<file path="config.mk">
export PLATFORM = sky130hd
export DESIGN_NAME = dle_stx_frame_decoder_crc16_top
export DESIGN_NICKNAME = d
export VERILOG_FILES = /design/src/hdl/dsfd_pkg.sv /design/src/hdl/dle_stx_frame_decoder_crc16_top.sv /design/src/hdl/dsfd_deframer.sv
export SDC_FILE = /design/constraint.sdc
export NUM_CORES = 1
export LEC_CHECK = 0
export BUFFER_PORTS_ARGS = -buffer_cell sky130_fd_sc_hd__buf_2
export CORE_ASPECT_RATIO = 0.5
export CORE_MARGIN = 2
export CORE_UTILIZATION = 45
export DETAILED_ROUTE_END_ITERATION = 6
export GPL_ROUTABILITY_DRIVEN = 0
export PLACE_DENSITY = 0.73
export SLEW_MARGIN = 40
export SYNTH_ARGS = -nofsm -noshare
export SYNTH_HDL_FRONTEND = slang
export SYNTH_HIERARCHICAL = 1
export SYNTH_SLANG_ARGS = --single-unit
</file>
<file path="constraint.sdc">
create_clock -name clk -period 7 [get_ports clk]
set_clock_uncertainty 0.15 [all_clocks]
set_input_delay 1.4 -clock clk [delete_from_list [all_inputs] [get_ports clk]]
set_output_delay 1.4 -clock clk [all_outputs]
set_load 0.05 [all_outputs]
</file>
<file path="src/hdl/dsfd_pkg.sv">
// ----------------------------------------------------------------------------
// dsfd_pkg: shared types and constants for the DLE/STX frame decoder
// Holds the register map, frame phase codes, result codes, the CRC-16/ARC
// nibble tables and the one-byte CRC update function.
// ----------------------------------------------------------------------------
package dsfd_pkg;

    // Fixed header bytes
    localparam logic [7:0] SYN_BYTE = 8'h16;
    localparam logic [7:0] DLE_BYTE = 8'h10;
    localparam logic [7:0] STX_BYTE = 8'h02;

    // Configuration register map
    localparam int unsigned CFG_IDX_W = 8;
    localparam logic [CFG_IDX_W-1:0] REG_ESCAPE_CHAR = 8'd0;
    localparam logic [CFG_IDX_W-1:0] REG_EOM_CHAR    = 8'd1;
    localparam logic [CFG_IDX_W-1:0] REG_HEADER_EN   = 8'd2;
    localparam logic [CFG_IDX_W-1:0] REG_FCS_EN      = 8'd3;

    localparam logic [7:0] ESCAPE_RESET = 8'h10;
    localparam logic [7:0] EOM_RESET    = 8'h03;

    // Input transaction kinds
    localparam logic KIND_BYTE  = 1'b0;
    localparam logic KIND_STATS = 1'b1;

    // Result kinds
    localparam logic [1:0] RES_DATA  = 2'd0;
    localparam logic [1:0] RES_END   = 2'd1;
    localparam logic [1:0] RES_STATS = 2'd2;

    // Frame end status
    localparam logic STATUS_GOOD = 1'b0;
    localparam logic STATUS_BAD  = 1'b1;

    // Frame phases
    localparam logic [2:0] PH_HUNT_SYN = 3'd0;
    localparam logic [2:0] PH_WAIT_DLE = 3'd1;
    localparam logic [2:0] PH_WAIT_STX = 3'd2;
    localparam logic [2:0] PH_DATA     = 3'd3;
    localparam logic [2:0] PH_ESCAPE   = 3'd4;
    localparam logic [2:0] PH_CRC_LO   = 3'd5;
    localparam logic [2:0] PH_CRC_HI   = 3'd6;
    localparam logic [2:0] PH_UNUSED   = 3'd7;

    localparam logic [31:0] DISCARD_MAX = 32'hFFFF_FFFF;

    typedef struct packed {
        logic [7:0] escape_char;
        logic [7:0] eom_char;
        logic       header_en;
        logic       fcs_en;
    } cfg_t;

    typedef struct packed {
        logic        vld;
        logic [1:0]  kind;
        logic [7:0]  data;
        logic        status;
        logic [31:0] count;
    } result_t;

    // CRC-16/ARC nibble tables (reflected poly 0xA001)
    localparam logic [15:0] CRC_LO_NIB [16] = '{
        16'h0000, 16'hC0C1, 16'hC181, 16'h0140, 16'hC301, 16'h03C0, 16'h0280, 16'hC241,
        16'hC601, 16'h06C0, 16'h0780, 16'hC741, 16'h0500, 16'hC5C1, 16'hC481, 16'h0440
    };
    localparam logic [15:0] CRC_HI_NIB [16] = '{
        16'h0000, 16'hCC01, 16'hD801, 16'h1400, 16'hF001, 16'h3C00, 16'h2800, 16'hE401,
        16'hA001, 16'h6C00, 16'h7800, 16'hB401, 16'h5000, 16'h9C01, 16'h8801, 16'h4400
    };

    // One byte through the CRC
    function automatic logic [15:0] crc_step(input logic [15:0] crc, input logic [7:0] b);
        logic [7:0] idx;
        idx = crc[7:0] ^ b;
        return {8'h00, crc[15:8]} ^ CRC_LO_NIB[idx[3:0]] ^ CRC_HI_NIB[idx[7:4]];
    endfunction

endpackage

</file>
<file path="src/hdl/dle_stx_frame_decoder_crc16_top.sv">
// ----------------------------------------------------------------------------
// dle_stx_frame_decoder_crc16_top: DLE/STX deframer with CRC-16/ARC check
// Input register, single-pass decode and a result register with handshake.
// ----------------------------------------------------------------------------
//  Channel  | Handshake             | Payload
//  ---------+-----------------------+-------------------------------------------
//  input    | in_valid / in_ready   | kind, rx_byte
//  output   | out_valid / out_ready | result_kind, data_byte, frame_status,
//           |                       | discard_count
//  config   | cfg_valid / cfg_ready | cfg_index, cfg_data
//
//  One transaction per cycle while the output is not stalled; a result goes
//  through the input register, then the decode into the result register,
//  before it is handed over. The state update and CRC byte step sit
//  between the input register and the result register.
//  Reset clears the frame phase, CRC, discard count and the valid flags;
//  configuration returns to DLE/ETX with header and CRC check enabled.
//  A stalled result holds the decode stage; in_ready drops only when both
//  stages are full and out_ready is low. cfg_ready is always high.
// ----------------------------------------------------------------------------
module dle_stx_frame_decoder_crc16_top (
    input  logic                           clk,
    input  logic                           rst_n,
    input  logic                           in_valid,
    output logic                           in_ready,
    input  logic                           kind,
    input  logic [7:0]                     rx_byte,
    output logic                           out_valid,
    input  logic                           out_ready,
    output logic [1:0]                     result_kind,
    output logic [7:0]                     data_byte,
    output logic                           frame_status,
    output logic [31:0]                    discard_count,
    input  logic                           cfg_valid,
    output logic                           cfg_ready,
    input  logic [dsfd_pkg::CFG_IDX_W-1:0] cfg_index,
    input  logic [7:0]                     cfg_data
);
    import dsfd_pkg::*;

    cfg_t       cfg_reg;
    logic       in_vld_reg;
    logic       kind_reg;
    logic [7:0] byte_reg;
    logic       out_vld_reg, out_vld_next;
    result_t    res;
    result_t    out_reg;
    logic       advance;

    assign cfg_ready = 1'b1;

    // Configuration registers
    always_ff @(posedge clk or negedge rst_n)
    begin
        if (!rst_n)
        begin
            cfg_reg.escape_char <= ESCAPE_RESET;
            cfg_reg.eom_char    <= EOM_RESET;
            cfg_reg.header_en   <= 1'b1;
            cfg_reg.fcs_en      <= 1'b1;
        end
        else if (cfg_valid && cfg_ready)
        begin
            case (cfg_index)
                REG_ESCAPE_CHAR: cfg_reg.escape_char <= cfg_data;
                REG_EOM_CHAR:    cfg_reg.eom_char    <= cfg_data;
                REG_HEADER_EN:   cfg_reg.header_en   <= cfg_data[0];
                REG_FCS_EN:      cfg_reg.fcs_en      <= cfg_data[0];
                default:         ;
            endcase
        end
    end

    // Decode stage moves when the result slot is free or being emptied
    assign advance  = in_vld_reg && (!out_vld_reg || out_ready);
    assign in_ready = !in_vld_reg || advance;

    // Input register
    always_ff @(posedge clk or negedge rst_n)
    begin
        if (!rst_n)
        begin
            in_vld_reg <= 1'b0;
        end
        else if (in_ready)
        begin
            in_vld_reg <= in_valid;
        end
    end

    always_ff @(posedge clk)
    begin
        if (in_valid && in_ready)
        begin
            kind_reg <= kind;
            byte_reg <= rx_byte;
        end
    end

    dsfd_deframer u_deframer (
        .clk     (clk),
        .rst_n   (rst_n),
        .step    (advance),
        .kind    (kind_reg),
        .rx_byte (byte_reg),
        .cfg     (cfg_reg),
        .res     (res)
    );

    // Result register
    always_comb
    begin
        if (advance)
        begin
            out_vld_next = res.vld;
        end
        else if (out_ready)
        begin
            out_vld_next = 1'b0;
        end
        else
        begin
            out_vld_next = out_vld_reg;
        end
    end

    always_ff @(posedge clk or negedge rst_n)
    begin
        if (!rst_n)
        begin
            out_vld_reg <= 1'b0;
        end
        else
        begin
            out_vld_reg <= out_vld_next;
        end
    end

    always_ff @(posedge clk)
    begin
        if (advance && res.vld)
        begin
            out_reg <= res;
        end
    end

    assign out_valid     = out_vld_reg;
    assign result_kind   = out_reg.kind;
    assign data_byte     = out_reg.data;
    assign frame_status  = out_reg.status;
    assign discard_count = out_reg.count;

endmodule

</file>
<file path="src/hdl/dsfd_deframer.sv">
// ----------------------------------------------------------------------------
// dsfd_deframer: frame state, CRC and discard counter
// Holds the frame phase, the running CRC and the pre-header discard count.
// Decodes the staged transaction in one pass and updates state on step.
// ----------------------------------------------------------------------------
module dsfd_deframer (
    input  logic             clk,
    input  logic             rst_n,
    input  logic             step,
    input  logic             kind,
    input  logic [7:0]       rx_byte,
    input  dsfd_pkg::cfg_t   cfg,
    output dsfd_pkg::result_t res
);
    import dsfd_pkg::*;

    logic [2:0]  phase_reg, phase_next;
    logic [15:0] crc_reg, crc_next;
    logic [31:0] discards_reg, discards_next;

    logic [2:0]  eff_phase;
    logic [15:0] crc_cur;
    logic [1:0]  add_n;
    logic [32:0] disc_sum;

    // Decode one transaction
    always_comb
    begin
        res           = '0;
        phase_next    = phase_reg;
        crc_next      = crc_reg;
        add_n         = 2'd0;
        discards_next = discards_reg;
        eff_phase     = phase_reg;
        crc_cur       = crc_reg;
        disc_sum      = '0;

        if (kind == KIND_STATS)
        begin
            res.vld       = 1'b1;
            res.kind      = RES_STATS;
            res.count     = discards_reg;
            discards_next = '0;
        end
        else
        begin
            // Hunting: header check, or straight into data when headers are off
            if (phase_reg == PH_HUNT_SYN || phase_reg == PH_UNUSED)
            begin
                crc_cur  = '0;
                crc_next = '0;
                if (cfg.header_en)
                begin
                    eff_phase = PH_HUNT_SYN;
                end
                else
                begin
                    eff_phase = PH_DATA;
                end
            end

            case (eff_phase)
                PH_HUNT_SYN:
                begin
                    if (rx_byte == SYN_BYTE)
                    begin
                        phase_next = PH_WAIT_DLE;
                    end
                    else
                    begin
                        phase_next = PH_HUNT_SYN;
                        add_n      = 2'd1;
                    end
                end
                PH_WAIT_DLE:
                begin
                    if (rx_byte == DLE_BYTE)
                    begin
                        phase_next = PH_WAIT_STX;
                    end
                    else
                    begin
                        phase_next = PH_HUNT_SYN;
                        add_n      = 2'd2;
                    end
                end
                PH_WAIT_STX:
                begin
                    if (rx_byte == STX_BYTE)
                    begin
                        phase_next = PH_DATA;
                    end
                    else
                    begin
                        phase_next = PH_HUNT_SYN;
                        add_n      = 2'd3;
                    end
                end
                PH_DATA:
                begin
                    if (rx_byte == cfg.escape_char)
                    begin
                        phase_next = PH_ESCAPE;
                    end
                    else
                    begin
                        phase_next = PH_DATA;
                        if (cfg.fcs_en)
                        begin
                            crc_next = crc_step(crc_cur, rx_byte);
                        end
                        res.vld  = 1'b1;
                        res.kind = RES_DATA;
                        res.data = rx_byte;
                    end
                end
                PH_ESCAPE:
                begin
                    if (rx_byte == cfg.eom_char)
                    begin
                        if (cfg.fcs_en)
                        begin
                            crc_next   = crc_step(crc_cur, rx_byte);
                            phase_next = PH_CRC_LO;
                        end
                        else
                        begin
                            phase_next = PH_HUNT_SYN;
                            res.vld    = 1'b1;
                            res.kind   = RES_END;
                            res.status = STATUS_GOOD;
                        end
                    end
                    else
                    begin
                        phase_next = PH_DATA;
                        // Doubled escape gives one data byte; anything else is dropped
                        if (rx_byte == cfg.escape_char)
                        begin
                            if (cfg.fcs_en)
                            begin
                                crc_next = crc_step(crc_cur, rx_byte);
                            end
                            res.vld  = 1'b1;
                            res.kind = RES_DATA;
                            res.data = rx_byte;
                        end
                    end
                end
                PH_CRC_LO:
                begin
                    if (rx_byte == crc_cur[7:0])
                    begin
                        phase_next = PH_CRC_HI;
                    end
                    else
                    begin
                        phase_next = PH_HUNT_SYN;
                        res.vld    = 1'b1;
                        res.kind   = RES_END;
                        res.status = STATUS_BAD;
                    end
                end
                PH_CRC_HI:
                begin
                    phase_next = PH_HUNT_SYN;
                    res.vld    = 1'b1;
                    res.kind   = RES_END;
                    res.status = (rx_byte == crc_cur[15:8]) ? STATUS_GOOD : STATUS_BAD;
                end
                default:
                begin
                    phase_next = PH_HUNT_SYN;
                end
            endcase

            // Saturating discard add
            disc_sum      = {1'b0, discards_reg} + {31'd0, add_n};
            discards_next = disc_sum[32] ? DISCARD_MAX : disc_sum[31:0];
        end
    end

    // State registers
    always_ff @(posedge clk or negedge rst_n)
    begin
        if (!rst_n)
        begin
            phase_reg    <= PH_HUNT_SYN;
            crc_reg      <= '0;
            discards_reg <= '0;
        end
        else if (step)
        begin
            phase_reg    <= phase_next;
            crc_reg      <= crc_next;
            discards_reg <= discards_next;
        end
    end

endmodule

</file>
==> flow_metrics.env, run 1 <==
export IMPL_r2r_cells=13
export IMPL_maxCapViolations=0
export IMPL_setup_worst_path_start="byte_reg[5]"
export IMPL_finalCriticalPeriod_ns=4.62
export IMPL_critPathTopFamily="simple AND/OR/NAND/NOR gates"
export IMPL_comb_power_share_pct=27.8
export IMPL_syn_avg_cell_area_sq_um=10.6
export IMPL_grt_max_degree=72
export IMPL_rsz0062_at_grt="no"
export IMPL_synthFlopType="dfrtp_1"
export IMPL_grt_pass1_wl_microns=23100
export IMPL_relSlewSlack_pct=53.8
export IMPL_slowest_stage="edfxtp_1"
export IMPL_netlist_area_sq_um=6560
export IMPL_final_cell_mix="74 x buf_2, 66 x dfrtp_1, 59 x a21oi_1"
export IMPL_tightest_slew_ns=0.687
export IMPL_final_hold_violation_count=0
export IMPL_whs_ns=0.369
export IMPL_arrival_ns=4.79
export IMPL_htreeDepth=4
export IMPL_hold_class="reg2reg"
export IMPL_port_buffers=74
export IMPL_final_net_count=715
export IMPL_ys_seq_area_share_pct=51.0
export IMPL_top_usage_layer="met2"
export IMPL_grt_usage_pct=18.8
export IMPL_cts_sinks=123
export IMPL_num_rows=31
export IMPL_grt_overflow=0
export IMPL_cts_tree="done"
export IMPL_postCtsSetupRepairBufs=0
export IMPL_drive_gt1_share_pct=22.7
export IMPL_cts_hold_buffers=0
export IMPL_leakagePower_uw=0.00331
export IMPL_rrSetupSlack_ns=2.38
export IMPL_timing_final_crit_share_pct=66.0
export IMPL_hp_start="u_deframer/crc_reg[1]"
export IMPL_crit_chain="nor3_1 > and3_1 > or3b_2 > nand2_1 > nand2_1 > fa_1 > and4b_1 > nor2b_1 > and2_1 > nand4_1 > buf_4 > a41o_1 > a21oi_1"
export IMPL_fmax_mhz=217
export IMPL_wire_per_inst_microns=16.1
export IMPL_ir_drop_v=0.000202
export IMPL_p_sw_uw=882
export IMPL_synth_edff_count=52
export IMPL_diodes=0
export IMPL_core_area_sq_um=14400
export IMPL_finalSetupViolations=0
export IMPL_min_delay_worst_endpoint="u_deframer/crc_reg[1]"
export IMPL_io_pins=76
export IMPL_switching_share_pct=34.3
export IMPL_hpwl_microns=9600
export IMPL_finalMaxSlewViolations=0
export IMPL_synthArstFlopShare_pct=57.7
export IMPL_antenna_found_initial=0
export IMPL_fp_dieH_microns=89.3
export IMPL_power_internal_uw=1690
export IMPL_critPathMaxStageDelay_ns=0.66
export IMPL_syn_num_nets=656
export IMPL_die_area_sq_um=15600
export IMPL_timing_critical_path_buf_inv=1
export IMPL_use_met1_pct=25.0
export IMPL_fin_setup_tns_ns=0
export IMPL_worstSetupPathType="reg2reg"
export IMPL_sequentialPowerShare_pct=36.9
export IMPL_clockBufferDepth=2
export IMPL_grt_pass1_vias=4509
export IMPL_synth_warnings=6
export IMPL_use_met2_pct=30.5
export IMPL_cellPowerDensity_nw_per_um2=334
export IMPL_final_common_cell="buf_2"
export IMPL_synth_seq_cells=123
export IMPL_dr_first_iter_drc_count=406
export IMPL_r2r_end="u_deframer/discards_reg[5]"
export IMPL_wl_microns=14300
export IMPL_syn_inst=619
export IMPL_worst_skew_pair_late_latency_ns=0.41
export IMPL_syn2layout_area_growth_pct=17.4
export IMPL_critPathRequiredTime_ns=7.18
export IMPL_status="complete, no violations"
export IMPL_cp_common_cell="nand2_1"
export IMPL_synth_cell_types=70
export IMPL_worstSetupStartpointType="flip-flop"
export IMPL_critPathMaxFanout=20
export IMPL_via_per_inst=5.54
export IMPL_use_met3_pct=3.70
export IMPL_hold_depth=1
export IMPL_drtPass1Iterations=5
export IMPL_path_clk_slew_ns=0.05
export IMPL_clockPowerShare_pct=35.3
export IMPL_fp_dieW_microns=175
export IMPL_cts_resized=0
export IMPL_numCtsBuffers=17
export IMPL_cts_root_buffer="clkbuf_16"
export IMPL_vias=4922
export IMPL_antenna_left=0
export IMPL_start_util_pct=45.7
export IMPL_end_kind="flip-flop"
export IMPL_drcViolationCount=0
export IMPL_r2r_start="byte_reg[5]"
==> power groups by stage <==
stage / Sequential, uW / Clock (uW) / Combinational, uW
6_report: 949 / 907 / 716
3_3_place_gp: 959 / 0 / 681
5_1_grt: 963 / 954 / 770
4_1_cts: 948 / 917 / 714
2_1_floorplan: 1110 / 0 / 397
3_5_place_dp: 961 / 0 / 706
==> logic make-up after synthesis <==
group / Yosys count / synth area share, %
buffers and inverters: 50 / 3.32
AO/OA/AOI/OAI: 164 / 16.6
multiplexers: 21 / 3.59
adder cells (fa/ha/maj): 7 / 1.45
flip-flops: 123 / 51.0
AND/OR/NAND/NOR: 209 / 17.6
XOR/XNOR: 44 / 6.38
other: 1 / 0.0572
==> synthesized netlist by cell type (all sizes together) (9+ instances only) <==
master	instances	area (sq um)
edfxtp	52	1560
and2	49	309
nor2	30	113
nand2	53	206
and3	11	68.8
a31o	15	131
xnor2	23	201
dfrtp	66	1650
clkbuf	30	113
a21oi	59	295
a22o	14	123
inv	9	33.8
o21ai	21	105
buf	10	67.6
mux2	20	225
xor2	20	194
nand3	16	80.1
a31oi	15	93.8
==> layer usage <==
metal | vias to the layer above | part of all wire [%] | routed length (microns)
li1 | 2385 | - | -
met1 | 2349 | 46 | 6520
met2 | 163 | 48 | 6840
met3 | 25 | 4.9 | 700
met4 | 0 | 1.8 | 263
met5 | - | 0 | 0
==> cell type report <==
type | instances | area (sq um)
Sequential cell | 123 | 3340
Inverter | 10 | 37.5
Tap cell | 198 | 248
Clock buffer | 20 | 437
Clock inverter | 12 | 174
Timing Repair Buffer | 80 | 447
Multi-Input combinational cell | 446 | 3010
Fill cell | 1235 | 6660
==> how the worst max path moves through the flow <==
stage,depth (start not counted),to
6_report,13,u_deframer/discards_reg[5]
5_1_grt,13,u_deframer/discards_reg[5]
4_1_cts,13,u_deframer/discards_reg[29]
3_5_place_dp,13,u_deframer/discards_reg[29]
3_3_place_gp,13,u_deframer/discards_reg[9]
2_1_floorplan,14,data_byte[0]
==> through the flow <==
stage	instances	setup slack [ns]	total power [uW]	cell area, sq um	util [%]
finish	889	2.38	2570	7690	53.6
global route	889	2.00	2690	7690	53.6
CTS	889	2.40	2580	7690	53.6
detailed placement	857	2.43	1670	7080	49.4
global placement	855	2.61	1640	7030	49.0
floorplan	619	2.50	1510	6560	-
No activity file was read; power rests on OpenSTA's default activity.
==> inputs of run 2 (changes only) <==
clock period = 4.45 ns   (was 7 ns; I/O delays follow)
==> run 2 against run 1 <==
First-iteration DRC count up 23%. Non-clock buffer count up 7. Core utilization up 0.19 points. Fmax up 17%. Routed wire length up 2.5%. Worst hold slack worse by 0.061 ns. Sequential power up 54%. Sequential share of layout area down 0.15 points. Setup slack worse by 1.9 ns. Critical path depth up 1.
==> flow_metrics.env, run 2 (synthesized netlist as in run 1, its figures left out) <==
export IMPL_crit_chain="nor3_1 > and3_1 > or3b_2 > nand2_1 > nand2_1 > fa_1 > and4b_1 > nor2b_1 > buf_4 > nand2_1 > nor4_1 > nor2_1 > a31o_2 > a21oi_1"
export IMPL_drcViolationCount=0
export IMPL_clockBufferDepth=2
export IMPL_postCtsSetupRepairBufs=0
export IMPL_finalSetupViolations=0
export IMPL_worst_skew_pair_late_latency_ns=0.41
export IMPL_core_area_sq_um=14400
export IMPL_grt_pass1_wl_microns=23900
export IMPL_cp_common_cell="nand2_1"
export IMPL_fill_cells=1240
export IMPL_diodes=0
export IMPL_slowest_stage="edfxtp_1"
export IMPL_rsz0062_at_grt="no"
export IMPL_drtPass1Iterations=6
export IMPL_critPathMaxStageDelay_ns=0.61
export IMPL_finalMaxSlewViolations=0
export IMPL_start_util_pct=45.7
export IMPL_critPathTopFamily="simple AND/OR/NAND/NOR gates"
export IMPL_grt_overflow=0
export IMPL_antenna_left=0
export IMPL_port_buffers=74
export IMPL_hpwl_microns=9890
export IMPL_drive_gt1_share_pct=23.6
export IMPL_vias=4978
export IMPL_status="complete, no violations"
export IMPL_cts_tree="done"
export IMPL_rrSetupSlack_ns=0.52
export IMPL_path_clk_slew_ns=0.06
export IMPL_grt_pass1_vias=4770
export IMPL_maxCapViolations=0
export IMPL_via_per_inst=5.56
export IMPL_tightest_slew_ns=0.755
export IMPL_leakagePower_uw=0.00334
export IMPL_hold_class="in2async"
export IMPL_cts_sinks=123
export IMPL_final_common_cell="buf_2"
export IMPL_cts_hold_buffers=0
export IMPL_timing_critical_path_buf_inv=1
export IMPL_final_hold_violation_count=0
export IMPL_finalCriticalPeriod_ns=3.93
export IMPL_fin_setup_tns_ns=0
export IMPL_worstSetupStartpointType="flip-flop"
export IMPL_final_cell_mix="73 x buf_2, 66 x dfrtp_1, 59 x a21oi_1"
export IMPL_wire_per_inst_microns=16.4
export IMPL_critPathMaxFanout=10
export IMPL_final_net_count=722
export IMPL_cellPowerDensity_nw_per_um2=520
export IMPL_relSlewSlack_pct=49.3
export IMPL_fp_dieH_microns=89.3
export IMPL_critPathRequiredTime_ns=4.64
export IMPL_cts_resized=0
export IMPL_num_rows=31
export IMPL_worstSetupPathType="reg2reg"
export IMPL_ir_drop_v=0.000328
export IMPL_antenna_found_initial=1
export IMPL_fmax_mhz=254
export IMPL_fp_dieW_microns=175
export IMPL_htreeDepth=4
export IMPL_io_pins=76
export IMPL_numCtsBuffers=17
export IMPL_grt_max_degree=60
export IMPL_grt_usage_pct=19.4
export IMPL_die_area_sq_um=15600
export IMPL_syn2layout_area_growth_pct=17.8
export IMPL_dr_first_iter_drc_count=501
export IMPL_dp_cells=863
export IMPL_final_cells=896
export IMPL_cts_root_buffer="clkbuf_16"
export IMPL_arrival_ns=4.12
export IMPL_timing_final_crit_share_pct=88.4
export IMPL_end_kind="flip-flop"
export IMPL_wl_microns=14700
[run 2: routing by layer]
layer / up-vias / wire length (microns) / global-route usage, %
met5: - / 0 / 0
met4: 0 / 318 / 8.26
met3: 28 / 684 / 5.19
met2: 139 / 6960 / 31.4
met1: 2419 / 6720 / 25.2
li1: 2392 / - / -
[run 2: where the power goes]
group          total (uW)  leakage (uW)  switching (uW)  internal, uW
Sequential           1460       0.00147             104          1360
Combinational        1150       0.00159             787           360
Clock                1400      0.000285             520           883
Total                4010       0.00334            1410          2600
[run 2: final timing paths]
check | startpoint | endpoint | cells past startpoint
worst max-delay path | byte_reg[4] | u_deframer/discards_reg[18] | 14
worst min-delay path | rst_n | u_deframer/crc_reg[5] | 1
worst max register to register | byte_reg[4] | u_deframer/discards_reg[18] | 14
worst min register to register | out_valid | out_valid | 2
max in group asynchronous | rst_n | u_deframer/discards_reg[9] | 2
min in group clk | out_valid | out_valid | 2
[run 2: cell type report]
cell class              count  area [sq um]  area share [%]
repair buffers             87           487            6.30
clock buffers              18           429            5.56
flip-flops and latches    123          3340            43.3
multi-input cells         446          3010            38.9
inverters                  10          37.5           0.486
well taps                 198           248            3.21
clock inverters            14           170            2.20
[run 2: stage by stage]
step	hold slack, ns	power [uW]	util [%]	worst slack [ns]	instance area, sq um
after CTS	0.320	4030	53.7	0.511	7710
after detailed placement	0.354	2610	49.5	0.574	7110
after floorplan	0.323	2370	-	0.637	6560
after global placement	0.346	2590	49.5	0.623	7100
after global routing	0.346	4210	53.8	0.122	7720
final	0.308	4010	53.8	0.516	7720
[run 2: worst register-to-register path, stage by stage (launching register included)]
cell and delay, ns:
edfxtp_1 0.61, nor3_1 0.12, and3_1 0.23, or3b_2 0.45
nand2_1 0.07, nand2_1 0.09, fa_1 0.46, and4b_1 0.33
nor2b_1 0.18, buf_4 0.17, nand2_1 0.11, nor4_1 0.31
nor2_1 0.18, a31o_2 0.28, a21oi_1 0.13
